**src/hw/rtl/lgs_pkg.sv**
```systemverilog
// Shared types and constants for the Life generation stream block.
`default_nettype none

package lgs_pkg;

   localparam int MAX_WIDTH_DEF     = 1024;
   localparam int MAX_HEIGHT_DEF    = 4096;
   localparam int FRAME_WIDTH_BITS  = 11;
   localparam int FRAME_HEIGHT_BITS = 13;
   localparam int CSR_DATA_W        = 13;
   localparam int FRAME_WIDTH_RESET  = 64;
   localparam int FRAME_HEIGHT_RESET = 64;

   // A byte of zero is a live cell; any other byte is a dead cell.
   localparam logic [7:0] LIVE_BYTE = 8'd0;
   localparam logic [7:0] DEAD_BYTE = 8'd255;

   typedef enum logic [0:0] {
      CSR_FRAME_WIDTH  = 1'b0,
      CSR_FRAME_HEIGHT = 1'b1
   } csr_index_type;

   typedef enum logic [0:0] {
      OP_CELL  = 1'b0,
      OP_DRAIN = 1'b1
   } op_type;

   typedef struct packed {
      op_type     operation;
      logic [7:0] cell_value;
   } req_payload_type;

   typedef struct packed {
      logic [7:0] next_value;
      logic       end_of_row;
      logic       end_of_frame;
   } rsp_payload_type;

   // One column of the 3x3 window: top is the oldest row.
   typedef struct packed {
      logic [7:0] top;
      logic [7:0] mid;
      logic [7:0] bot;
   } column_type;

   // Which sides of the center cell lie outside the frame.
   typedef struct packed {
      logic first_row;
      logic last_row;
      logic first_col;
      logic last_col;
   } edge_mask_type;

endpackage

`default_nettype wire

```
**src/hw/rtl/lgs_column_cell.sv**
```systemverilog
// One column of the sliding 3x3 window; passes its column to the next cell.
`default_nettype none

module lgs_column_cell (
   input  logic                clock,
   input  logic                reset,
   input  logic                shift,
   input  lgs_pkg::column_type column_in,
   output lgs_pkg::column_type column_out
);
   import lgs_pkg::*;

   column_type column_ff;

   always_ff @(posedge clock) begin
      if (reset) begin
         column_ff <= '0;
      end else if (shift) begin
         column_ff <= column_in;
      end
   end

   assign column_out = column_ff;

endmodule

`default_nettype wire

```
**config.mk**
```make
export PLATFORM = sky130hd
export DESIGN_NAME = lgs_column_cell
export DESIGN_NICKNAME = d
export VERILOG_FILES = /design/src/hw/rtl/lgs_pkg.sv /design/src/hw/rtl/lgs_column_cell.sv
export SDC_FILE = /design/constraint.sdc
export NUM_CORES = 1
export LEC_CHECK = 0
export BUFFER_PORTS_ARGS = -buffer_cell sky130_fd_sc_hd__buf_2
export CORE_UTILIZATION = 44
export DETAILED_ROUTE_END_ITERATION = 10
export HOLD_SLACK_MARGIN = 0.05
export PLACE_DENSITY = 0.87
export SETUP_SLACK_MARGIN = 0.15
export SLEW_MARGIN = 20
export SYNTH_ARGS = -nofsm -noshare
export SYNTH_HDL_FRONTEND = slang
export SYNTH_SLANG_ARGS = --single-unit
```
**constraint.sdc**
```tcl
create_clock -name clock -period 1.9 [get_ports clock]
set_clock_uncertainty 0.1 [all_clocks]
set_input_delay 0.19 -clock clock [delete_from_list [all_inputs] [get_ports clock]]
set_output_delay 0.19 -clock clock [all_outputs]
set_load 0.1 [all_outputs]
```
## Yosys cells after proc, flatten, opt, wreduce, memory -nomap -nowiden

Index checks and enable logic that the tools add are counted.

| word-level totals | value |
|---|---|
| register bits after elaboration | 24 |
| output and inout bits | 24 |

## Logic depth before layout (Yosys ltp)

| depth | value |
|---|---|
| word-level depth | 0 |
| mapped depth | 4 |

## Worst setup path before layout

Ideal clock, no wire load.

| path | value |
|---|---|
| kind | register to register |
| start | register, netlist name column_out[0] |
| end | register column_ff (netlist bit column_out[0]) |
| library setup time | 67 ps |
| arrival time | 1173 ps |
| required time | 1733 ps |
| slack | 560 ps |
| cell stages (with the launch flop) | 3 |
| buffers on the path | 0 |
| clock period less this slack | 1340 ps |
| path through | dfxtp_1 -> mux2i_1 -> nor2_1 |

RTL lines:

| element | RTL line | source |
|---|---|---|
| end signal, assigned | lgs_column_cell.sv:19 | `column_ff <= column_in;` |
| end, declared | lgs_column_cell.sv:13 | `column_type column_ff;` |

## Worst setup path after layout

| path | value |
|---|---|
| start | register column_ff (netlist bit column_out[11]) |
| end | output port column_out[11] (netlist name) |

RTL lines:

| element | RTL line | source |
|---|---|---|
| end, declared | lgs_column_cell.sv:9 | `output lgs_pkg::column_type column_out` |

No word-level cell between the ends.

==> flow_summary.json <==
{
  "clk_pin_slew_ns": 0.13,
  "fill_cells": 126,
  "outcome": "completed",
  "detail_route.vias_per_cell": 4.621,
  "dp_cells": 147,
  "drive_above_1_share_pct": 36.24,
  "ant_nets": 0,
  "vias": 804,
  "grt_pass1_wl_um": 3208,
  "fin_util_pct": 76.21,
  "clock-sinks": 24,
  "start_kind": "flip-flop",
  "synth.distinct_cells": 6,
  "postPlaceCellArea_sq_um": 1092,
  "die-area_sq_um": 2158,
  "yosysWarnings": 0,
  "wl_per_cell_um": 12.65,
  "slowest_delay_ns": 0.44,
  "slew_viol_final": 0,
  "antenna_found_initial": 0,
  "ys_ff_latch": 24,
  "whs_ns": 0.06892,
  "worst-setup-path-type": "reg2out",
  "cts_root_buf": "clkbuf_4",
  "crit_arrival_ns": 1.13,
  "crit_path_top_delay_cell": "buf_2",
  "rsz0062_at_grt": "false",
  "crit_family": "buffers and inverters",
  "ios": 51,
  "drt_first_pass_iters": 3,
  "clk_path_buf_depth": 2,
  "min_path_cells": 3,
  "critPathBufInv": 1,
  "largest_register_ffs": 24,
  "start_util_pct": 48.77,
  "fin_crit_sh_pct": 74.76,
  "register_area_sq_um": 480.5,
  "die_w_um": 46.46,
  "power_density_nw_per_um2": 874.4,
  "cts_setup_buffers": 0,
  "core_region_area_sq_um": 1783,
  "die_y_um": 46.46,
  "dp.final_hpwl_um": 1346,
  "syn_area_per_cell_sq_um": 11.29,
  "p_leak_nw": 0.7240,
  "crit_cells": 1,
  "slew-limit-headroom_pct": 55.15,
  "grt_usage_pct": 21.60,
  "cts_max_level": 1,
  "cts_buffers": 3,
  "grt.overflow.total": 0,
  "worst_ep_required_time_ns": 1.61,
  "cp_max_fo": 2,
  "syn_nets": 104,
  "final_common_cell": "buf_2",
  "crit_chain": "buf_2",
  "area_delta_synth_final_pct": 56.26,
  "reg2regPathDepth": 2,
  "io_buffers": 50,
  "num_rows": 15,
  "layout_common_cells": "buf_2 (50), mux2i_1 (24), nor2_1 (24), dfxtp_1 (24), dlygate4sd3_1 (23)",
  "stdcell_count": 174,
  "vdd_drop_max_uv": 530.1,
  "final_area_sq_um": 1359,
  "wirelength_um": 2201,
  "final_nets": 177,
  "cts_tree": "yes",
  "cp-end-kind": "primary output",
  "multi_input_area_sq_um": 330.3,
  "clock.fmax_mhz": 704.0,
  "hold_class": "in2reg",
  "max_cap_viol_count": 0,
  "hold_viol_final": 0,
  "min_period_ns": 1.420,
  "worst_pin_slew_ns": 0.6728,
  "drtIter0Drc": 12,
  "synth_seq_area_share_pct": 55.25,
  "grt_max_degree": 25,
  "setup_viol": 0,
  "setup_tns_ns": 0,
  "synthCells": 77,
  "place.gp.congestion": 0.7023,
  "grt_pass1_vias": 825,
  "synth_area_sq_um": 869.6,
  "diodes": 0,
  "drcViolationCount": 0,
  "clk_latency_ns": 0.30
}
layer usage:
layer  share of wire (%)  track usage [%]
met5                   0                0
met2                  59            42.22
met3                 1.8            2.353
met4                0.86            11.18
met1                  39            21.62
through the flow:
step | power (mW) | setup slack (ns)
finish | 1.188 | 0.4796
global route | 1.232 | 0.4407
CTS | 1.193 | 0.5045
detailed placement | 0.8989 | 0.5892
global placement | 0.8929 | 0.6398
floorplan | 0.8433 | 0.5600
cell type report:
class,count,share of cell area [%]
Sequential cell,24,35.36
Timing Repair Buffer,73,35.36
Multi-Input combinational cell,48,24.31
Clock buffer,4,2.670
Tap cell,25,2.302
synth_stat cells:
library cell   n  area, sq um
clkbuf_1       2        7.510
mux2i_1       24        240.2
dfxtp_1       24        480.5
buf_12         2        40.04
buf_6          1        11.26
nor2_1        24        90.09
report_power, final:
part / switching, mW / total [mW] / internal [mW]
Sequential: 0.0151 / 0.548 / 0.533
Combinational: 0.281 / 0.379 / 0.0985
Clock: 0.144 / 0.260 / 0.117
Total: 0.439 / 1.19 / 0.749
worst paths after layout:
| check | start | to | slack [ns] |
|---|---|---|---|
| max | column_out[11]$_SDFFE_PP0P_ | column_out[11] | 0.48 |
| min | column_in[17] | column_out[17]$_SDFFE_PP0P_ | 0.07 |
| max reg2reg | column_out[11]$_SDFFE_PP0P_ | column_out[11]$_SDFFE_PP0P_ | 1.12 |
| min reg2reg | column_out[7]$_SDFFE_PP0P_ | column_out[7]$_SDFFE_PP0P_ | 0.40 |
repair_timing:
action / in CTS / in global routing
resized for setup: 0 / 0
hold buffers: 22 / 1
endpoints found under the hold margin: 22 / 1
logic make-up (layout without fill, tap and decap cells):
| group | after synthesis | in the layout | share of synthesized area, % |
|---|---|---|---|
| multiplexers | 24 | 24 | 27.63 |
| flip-flops | 24 | 24 | 55.25 |
| AND/OR/NAND/NOR | 24 | 24 | 10.36 |
| buffers and inverters | 5 | 77 | 6.763 |
Note: power is estimated with default switching activity, not from simulation.
