$ cat src/hw/rtl/lgs_pkg.sv
// Shared types and constants for the Life generation stream block.
`default_nettype none

package lgs_pkg;

   localparam int MAX_WIDTH_DEF     = 1024;
   localparam int MAX_HEIGHT_DEF    = 4096;
   localparam int FRAME_WIDTH_BITS  = 11;
   localparam int FRAME_HEIGHT_BITS = 13;
   localparam int CSR_DATA_W        = 13;
   localparam int FRAME_WIDTH_RESET  = 64;
   localparam int FRAME_HEIGHT_RESET = 64;

   // A byte of zero is a live cell; any other byte is a dead cell.
   localparam logic [7:0] LIVE_BYTE = 8'd0;
   localparam logic [7:0] DEAD_BYTE = 8'd255;

   typedef enum logic [0:0] {
      CSR_FRAME_WIDTH  = 1'b0,
      CSR_FRAME_HEIGHT = 1'b1
   } csr_index_type;

   typedef enum logic [0:0] {
      OP_CELL  = 1'b0,
      OP_DRAIN = 1'b1
   } op_type;

   typedef struct packed {
      op_type     operation;
      logic [7:0] cell_value;
   } req_payload_type;

   typedef struct packed {
      logic [7:0] next_value;
      logic       end_of_row;
      logic       end_of_frame;
   } rsp_payload_type;

   // One column of the 3x3 window: top is the oldest row.
   typedef struct packed {
      logic [7:0] top;
      logic [7:0] mid;
      logic [7:0] bot;
   } column_type;

   // Which sides of the center cell lie outside the frame.
   typedef struct packed {
      logic first_row;
      logic last_row;
      logic first_col;
      logic last_col;
   } edge_mask_type;

endpackage

`default_nettype wire

$ cat src/hw/rtl/lgs_rule_unit.sv
// Neighbor count with frame-edge masking and the B3/S23 update of one cell.
`default_nettype none

module lgs_rule_unit (
   input  lgs_pkg::column_type    left_col,
   input  lgs_pkg::column_type    center_col,
   input  lgs_pkg::column_type    right_col,
   input  lgs_pkg::edge_mask_type edges,
   output logic [7:0]             next_value
);
   import lgs_pkg::*;

   logic [7:0] live;
   logic [3:0] count;
   logic [7:0] self_byte;

   always_comb begin
      live[0] = !(edges.first_row || edges.first_col) && (left_col.top == LIVE_BYTE);
      live[1] = !edges.first_col && (left_col.mid == LIVE_BYTE);
      live[2] = !(edges.last_row || edges.first_col) && (left_col.bot == LIVE_BYTE);
      live[3] = !edges.first_row && (center_col.top == LIVE_BYTE);
      live[4] = !edges.last_row && (center_col.bot == LIVE_BYTE);
      live[5] = !(edges.first_row || edges.last_col) && (right_col.top == LIVE_BYTE);
      live[6] = !edges.last_col && (right_col.mid == LIVE_BYTE);
      live[7] = !(edges.last_row || edges.last_col) && (right_col.bot == LIVE_BYTE);

      count = '0;
      for (int i = 0; i < 8; i++) begin
         count = count + 4'(live[i]);
      end

      self_byte = center_col.mid;
      if (self_byte == LIVE_BYTE) begin
         next_value = (count == 4'd2 || count == 4'd3) ? LIVE_BYTE : DEAD_BYTE;
      end else begin
         next_value = (count == 4'd3) ? LIVE_BYTE : self_byte;
      end
   end

endmodule

`default_nettype wire

$ cat config.mk
export PLATFORM = sky130hd
export DESIGN_NAME = lgs_rule_unit
export DESIGN_NICKNAME = d
export VERILOG_FILES = /design/src/hw/rtl/lgs_pkg.sv /design/src/hw/rtl/lgs_rule_unit.sv
export SDC_FILE = /design/constraint.sdc
export NUM_CORES = 1
export LEC_CHECK = 0
export ABC_CLOCK_PERIOD_IN_PS = 12380
export BUFFER_PORTS_ARGS = -buffer_cell sky130_fd_sc_hd__buf_2
export CAP_MARGIN = 5
export CELL_PAD_IN_SITES_DETAIL_PLACEMENT = 0
export CELL_PAD_IN_SITES_GLOBAL_PLACEMENT = 1
export CORE_UTILIZATION = 18
export DETAILED_ROUTE_END_ITERATION = 10
export PLACE_DENSITY_LB_ADDON = 0.1
export SLEW_MARGIN = 20
export SYNTH_ARGS = -nofsm -noshare
export SYNTH_HDL_FRONTEND = slang
export SYNTH_SLANG_ARGS = --single-unit
$ cat constraint.sdc
create_clock -name vclk -period 12.38
set_input_delay 2.476 -clock vclk [all_inputs]
set_output_delay 2.476 -clock vclk [all_outputs]
set_load 0.05 [all_outputs]
After elaboration in Yosys (flattened, before gate mapping)
Index checks and enable logic that the tools add are counted.

Add/sub/neg operators: 7. Eq/ne operators: 2. Mux-type cells: 3. Reductions and logical operators: 30.

Operators with widths (count): logical NOT 8 bit (9); two-way mux 8 bit (3); adder 4 x 1 -> 4 bit (4); == test 4 x 2 -> 1 bit (second input constant) (2); logical AND 1 bit (8); logical NOT 1 bit (8); logical OR 1 bit (5); adder 3 x 1 -> 4 bit (1); adder 2 x 1 -> 3 bit (1); adder 1 x 1 -> 2 bit (1).

Register bits after elaboration: 0. Output and inout port bits: 8. Logic and storage cells: 42.

Depth between registers and ports, before layout
Gate-level depths: netlist of the first run.

Word-level depth: 14. Mapped depth: 13. Mapped depth without buffers: 13.

Worst setup path after synthesis of the first run
OpenSTA, ideal clock, no wires.

Kind: input -> output. Start: input left_col[19] in the netlist's numbering. End: output next_value[0]. Arrival: 6405 ps. Setup slack: 3499 ps. Cell stages on the path: 12. Buffers on the path: 0. Path through: or4_4 > nor4_2 > fa_1 > inv_1 > fa_1 > inv_1 > fa_1 > ha_1 > fa_1 > nand2b_1 > o22ai_2 > o22ai_1.

Cells in the longest elaborated chain, start to end: 13. Elaborated cells on any way between the ends: 15. Classes of those cells: add/sub: 7; eq/ne: 2; mux: 3; reduce/logical: 3.

Ends and longest elaborated chain: start, declared (RTL line lgs_rule_unit.sv:5) `input lgs_pkg::column_type left_col,`; logical NOT 8 bit * (RTL line lgs_rule_unit.sv:18) `live[0] = !(edges.first_row || edges.first_col) && (left_col.top == LIVE_BYTE);`; logical AND 1 bit * (RTL line lgs_rule_unit.sv:18); adder 1 x 1 -> 2 bit * (RTL line lgs_rule_unit.sv:29) `count = count + 4'(live[i]);`; adder 2 x 1 -> 3 bit * (RTL line lgs_rule_unit.sv:29); adder 3 x 1 -> 4 bit * (RTL line lgs_rule_unit.sv:29); adder 4 x 1 -> 4 bit * (4 in a row) (RTL line lgs_rule_unit.sv:29); == test 4 x 2 -> 1 bit, on equally long branches (RTL line lgs_rule_unit.sv:34, lgs_rule_unit.sv:36); logical OR 1 bit (RTL line lgs_rule_unit.sv:34) `next_value = (count == 4'd2 || count == 4'd3) ? LIVE_BYTE : DEAD_BYTE;`; two-way mux 8 bit (RTL line lgs_rule_unit.sv:34); two-way mux 8 bit * (RTL line lgs_rule_unit.sv:33) `if (self_byte == LIVE_BYTE) begin`; end, declared (RTL line lgs_rule_unit.sv:9) `output logic [7:0] next_value`.

Mark *: on every way between the ends. The rest lies on a longest branch, timed or not.

Worst setup path after layout of the first run
Start: input left_col[19] in the netlist's numbering. End: output next_value[5].

The elaborated chain is that of the path after synthesis.

==> flow_metrics.env, run 1 <==
export IMPL_status="completed"
export IMPL_syn_cell_area_sq_um=500
export IMPL_n_antenna_cell=0
export IMPL_hpwl_mm=1.59
export IMPL_viasPerCell=4.52
export IMPL_grt_overflow_total=0
export IMPL_cp_num_buf_inv=4
export IMPL_cp_common_cell="fa_1"
export IMPL_max_stage_delay_ps=530
export IMPL_register_area_sq_um=0
export IMPL_max_slew_margin_rel_pct=73.4
export IMPL_finalSetupViolations=0
export IMPL_grt_max_degree=9
export IMPL_irDropWorstVdd_mv=0.0128
export IMPL_drt_total_wl_mm=1.68
export IMPL_syn_instance_count=66
export IMPL_drcViolationCount=0
export IMPL_finalSetupTns_ps=0
export IMPL_dr_pass1_iters=2
export IMPL_avgSynthCellArea_sq_um=7.58
export IMPL_grt_pass1_vias=679
export IMPL_finalHoldViolCount=0
export IMPL_seq_area_frac_synth_pct=0
export IMPL_io_pin_count=84
export IMPL_crit_required_ps=9900
export IMPL_cts_setup_buffers=0
export IMPL_seq_cells=0
export IMPL_period_minus_slack_ps=8930
export IMPL_hold_class="in -> out"
export IMPL_finalCritPeriodShare_pct=72.1
export IMPL_gp_congestion=0.632
export IMPL_wire_per_inst_microns=9.35
export IMPL_grt_pass1_wl_mm=2.50
export IMPL_initial_core_util_pct=19.7
export IMPL_tightest_slew_ps=395
export IMPL_synth_cell_types=17
export IMPL_cpMaxStageDelayCell="fa_1"
export IMPL_num_nets_final=235
export IMPL_track_usage_pct=10.9
export IMPL_cpLargestDelayFamily="adder cells"
export IMPL_die_w_microns=54.7
export IMPL_clkbuf_count=0
export IMPL_yosys_warnings=0
export IMPL_cp_cell_sequence="buf_2 > or4_4 > nor4_2 > fa_1 > inv_1 > fa_1 > inv_1 > fa_1 > ha_1 > fa_1 > nand4b_1 > o32ai_4 > o22ai_1 > buf_2"
export IMPL_cp_start_kind="primary input"
export IMPL_path_class="in -> out"
export IMPL_drive_gt1_share_pct=61.3
export IMPL_synth_top_cell_area_share_pct=16.0
export IMPL_area_growth_pct=91.5
export IMPL_p_leak_nw=0.519
export IMPL_ant_nets=0
export IMPL_grt_setup_unrepaired="no"
export IMPL_yosysTopAreaCell="fa_1"
export IMPL_cp_end_kind="output pin"
export IMPL_cts_repair_resized=0
export IMPL_vias=813
export IMPL_row_count=18
export IMPL_cp_arrival_ps=6450
export IMPL_syn_nets=149
export IMPL_max_freq_mhz=112
export IMPL_path_max_fanout=8
export IMPL_antenna_found_initial=0
export IMPL_powerDensity_mw_per_mm2=23.0
export IMPL_io_buffers=84
export IMPL_die_y_microns=54.7
export IMPL_core_area_sq_mm=0.00254
export IMPL_report_final_slew_viol_count=0
export IMPL_maxCapViolCount=0
export IMPL_cts_hold_buf=0
export IMPL_drtIter0Drc=5
export IMPL_yosys_top_cells_area="fa_1 (16%), nor4_1 (14%), o22ai_1 (10%)"
export IMPL_die_area_sq_mm=0.00300
export IMPL_final_util_pct=37.7
## layout by cell type (no fill, tap or decap), drive strengths merged
cell / netlist / routed
buf: 0 / 84
nor4: 14 / 14
inv: 12 / 12
o22ai: 9 / 9
or4: 6 / 6
nor2: 5 / 5
nand2: 4 / 4
fa: 4 / 4
ha: 3 / 3
nand3: 2 / 2
nand4b: 2 / 2
nand2b: 2 / 2
nor3: 1 / 1
and2: 1 / 1
o32ai: 1 / 1
## final timing paths
| check | startpoint | endpoint | slack (ps) | depth (start not counted) |
|---|---|---|---|---|
| worst max-delay path | left_col[19] | next_value[5] | 3450 | 14 |
| worst min-delay path | center_col[14] | next_value[6] | 5380 | 4 |
## tightest hold or removal path, delay by kind of cell
kind | cells | cell delay (ps)
compound gates | 1 | 70
buf+inv | 3 | 350
## cell usage after synthesis (all sizes together)
cell and count:
and2 1, fa 4, ha 3, inv 12, nand2 4, nand2b 2, nand3 2, nand4b 2
nor2 5, nor3 1, nor4 14, o22ai 9, o32ai 1, or4 6
## power breakdown
group | leakage, nW | switching, mW | internal [mW]
combinational | 0.519 | 0.0108 | 0.0113
sequential | 0 | 0 | 0
clock | 0 | 0 | 0
total | 0.519 | 0.0108 | 0.0113
## final cells by class
class | instances | area (sq um)
inverters | 12 | 45.0
well taps | 30 | 37.5
repair buffers | 84 | 420
fillers | 289 | 1590
multi-input cells | 54 | 455
## routing by layer
metal	track usage [%]	up-vias	share of wire [%]
met5	0	-	0
met1	12.1	345	38
met3	0.278	0	9.4
li1	-	428	-
met4	0	0	0
met2	23.3	40	53
## kinds of logic (layout without fill, tap and decap cells)
group | Yosys count | after routing | share of synthesized area [%]
buffers and inverters | 12 | 96 | 9.00
adder cells (fa/ha/maj) | 7 | 7 | 23.5
AO/OA/AOI/OAI | 10 | 10 | 18.0
AND/OR/NAND/NOR | 37 | 37 | 49.5
## per-stage QoR
| stage | hold WS (ps) | power [mW] | instance area (sq um) | setup WS (ps) | cells |
|---|---|---|---|---|---|
| final | 5380 | 0.0221 | 958 | 3450 | 180 |
| after global routing | 5400 | 0.0246 | 958 | 3220 | 180 |
| after CTS | 5380 | 0.0224 | 958 | 3380 | 180 |
| after detailed placement | 5380 | 0.0223 | 958 | 3400 | 180 |
| after global placement | 5370 | 0.0219 | 958 | 3440 | 180 |
| after floorplan | 5310 | 0.00841 | 500 | 3500 | 66 |
No activity file was read; power rests on OpenSTA's default activity.
==> run 2, diff against run 1 <==
Settings changed: ABC_AREA set to 1, ABC_CLOCK_PERIOD_IN_PS 12380 to 7800, CORE_UTILIZATION 18 to 13.
Clock period 12.38 ns to 7.8 ns, I/O delays scaled along.
==> flow_metrics.env, run 2 <==
export IMPL_cp_arrival_ps=5050
export IMPL_final_common_cell="buf_2"
export IMPL_die_area_sq_mm=0.00390
export IMPL_grt_pass1_vias=815
export IMPL_yosys_warnings=0
export IMPL_io_pin_count=84
export IMPL_io_buffers=84
export IMPL_seq_area_frac_synth_pct=0
export IMPL_fin_ws_ps=1190
export IMPL_crit_required_ps=6240
export IMPL_yosysTopAreaCell="nor2_1"
export IMPL_status="completed"
export IMPL_cp_start_kind="primary input"
export IMPL_n_antenna_cell=0
export IMPL_period_minus_slack_ps=6610
export IMPL_synth_top_cell_area_share_pct=24.5
export IMPL_hpwl_mm=1.71
export IMPL_yosysMostFrequentCell="nor2_1"
export IMPL_row_count=21
export IMPL_multi_input_area_sq_um=453
export IMPL_powerDensity_mw_per_mm2=37.7
export IMPL_core_area_sq_mm=0.00342
export IMPL_max_freq_mhz=151
export IMPL_viasPerCell=4.00
export IMPL_cts_hold_buf=0
export IMPL_syn_nets=173
export IMPL_ant_nets=0
export IMPL_finalHoldViolCount=0
export IMPL_gp_congestion=0.691
export IMPL_vias=880
export IMPL_avgSynthCellArea_sq_um=5.28
export IMPL_path_class="in -> out"
export IMPL_preCtsSetupSlack_ps=1170
export IMPL_synth_cell_types=11
export IMPL_finalCritPeriodShare_pct=84.7
export IMPL_drtIter0Drc=9
export IMPL_irDropWorstVdd_mv=0.0147
export IMPL_drive_gt1_share_pct=50.0
export IMPL_nFillCells=405
export IMPL_report_final_slew_viol_count=0
export IMPL_syn_cell_area_sq_um=475
export IMPL_clkbuf_count=0
export IMPL_wire_per_inst_microns=8.38
export IMPL_area_growth_pct=101
export IMPL_die_y_microns=62.5
export IMPL_register_area_sq_um=0
export IMPL_num_nets_final=259
export IMPL_drt_total_wl_mm=1.84
export IMPL_hold_class="in -> out"
export IMPL_die_w_microns=62.5
export IMPL_finalSetupTns_ps=0
export IMPL_layout_common_cells="buf_2 (84), nor2_1 (31), nand2_1 (24)"
export IMPL_drcViolationCount=0
export IMPL_max_slew_margin_rel_pct=81.6
export IMPL_grt_pass1_wl_mm=3.16
export IMPL_grt_setup_unrepaired="no"
export IMPL_p_leak_nw=0.582
export IMPL_grt_overflow_total=0
export IMPL_seq_cells=0
export IMPL_grt_max_degree=9
export IMPL_syn_instance_count=90
export IMPL_cp_end_kind="output pin"
export IMPL_finalSetupViolations=0
export IMPL_antenna_found_initial=0
export IMPL_maxCapViolCount=0
export IMPL_tightest_slew_ps=273
export IMPL_cts_repair_resized=0
export IMPL_initial_core_util_pct=13.9
export IMPL_path_max_fanout=8
export IMPL_yosys_top_cells_area="nor2_1 (24%), nand2_1 (19%), fa_1 (17%)"
export IMPL_synth_commonest_cells="nor2_1 (31), nand2_1 (24), nor3_1 (9)"
export IMPL_dr_pass1_iters=4
export IMPL_cts_setup_buffers=0
export IMPL_track_usage_pct=9.33
[run 2: through the flow]
| step | cell area, sq um | hold slack (ps) | util [%] | std cells | power, mW |
|---|---|---|---|---|---|
| finish | 953 | 3520 | 27.9 | 220 | 0.0360 |
| global route | 953 | 3540 | 27.9 | 220 | 0.0398 |
| CTS | 953 | 3520 | 27.9 | 220 | 0.0365 |
| detailed placement | 953 | 3520 | 27.9 | 220 | 0.0364 |
| global placement | 953 | 3520 | 27.9 | 220 | 0.0360 |
| floorplan | 475 | 3440 | - | 90 | 0.0143 |
[run 2: cells by family after synthesis]
group                      after synthesis  share of synthesized area, %
adders and majority gates                7                          24.7
buffers and inverters                    6                          4.74
and+or+nand+nor                         77                          70.5
[run 2: area by class of cell]
cell class / count / area share, %
Multi-Input combinational cell: 84 / 47.5
Timing Repair Buffer: 84 / 44.1
Tap cell: 46 / 6.04
Inverter: 6 / 2.36
[run 2: worst max-delay path, cell delays in order]
cell	delay, ps
buf_2	90
nor3_1	170
nand3_1	80
nor3_1	230
fa_1	470
inv_1	90
fa_1	390
inv_1	90
fa_1	400
ha_1	240
fa_1	520
nand2_1	70
inv_1	60
nand4_2	200
nand2_1	110
nand2_1	60
buf_2	210
[run 2: worst paths after layout]
path	depth (start not counted)	from	endpoint
max	17	left_col[15]	next_value[4]
min	4	center_col[14]	next_value[6]
[run 2: per-layer routing]
metal / wire (microns) / vias to the layer above / share of wire [%] / global-route usage, %
met5: 0 / - / 0 / 0
met4: 0 / 0 / 0 / 0.581
met3: 169 / 0 / 9.2 / 1.46
met2: 989 / 45 / 54 / 19.4
met1: 685 / 370 / 37 / 9.96
li1: - / 465 / - / -
[run 2: report_power, final]
| group | internal [mW] | total (mW) | leakage [nW] | switching, mW |
|---|---|---|---|---|
| Sequential | 0 | 0 | 0 | 0 |
| Combinational | 0.0179 | 0.0360 | 0.582 | 0.0181 |
| Clock | 0 | 0 | 0 | 0 |
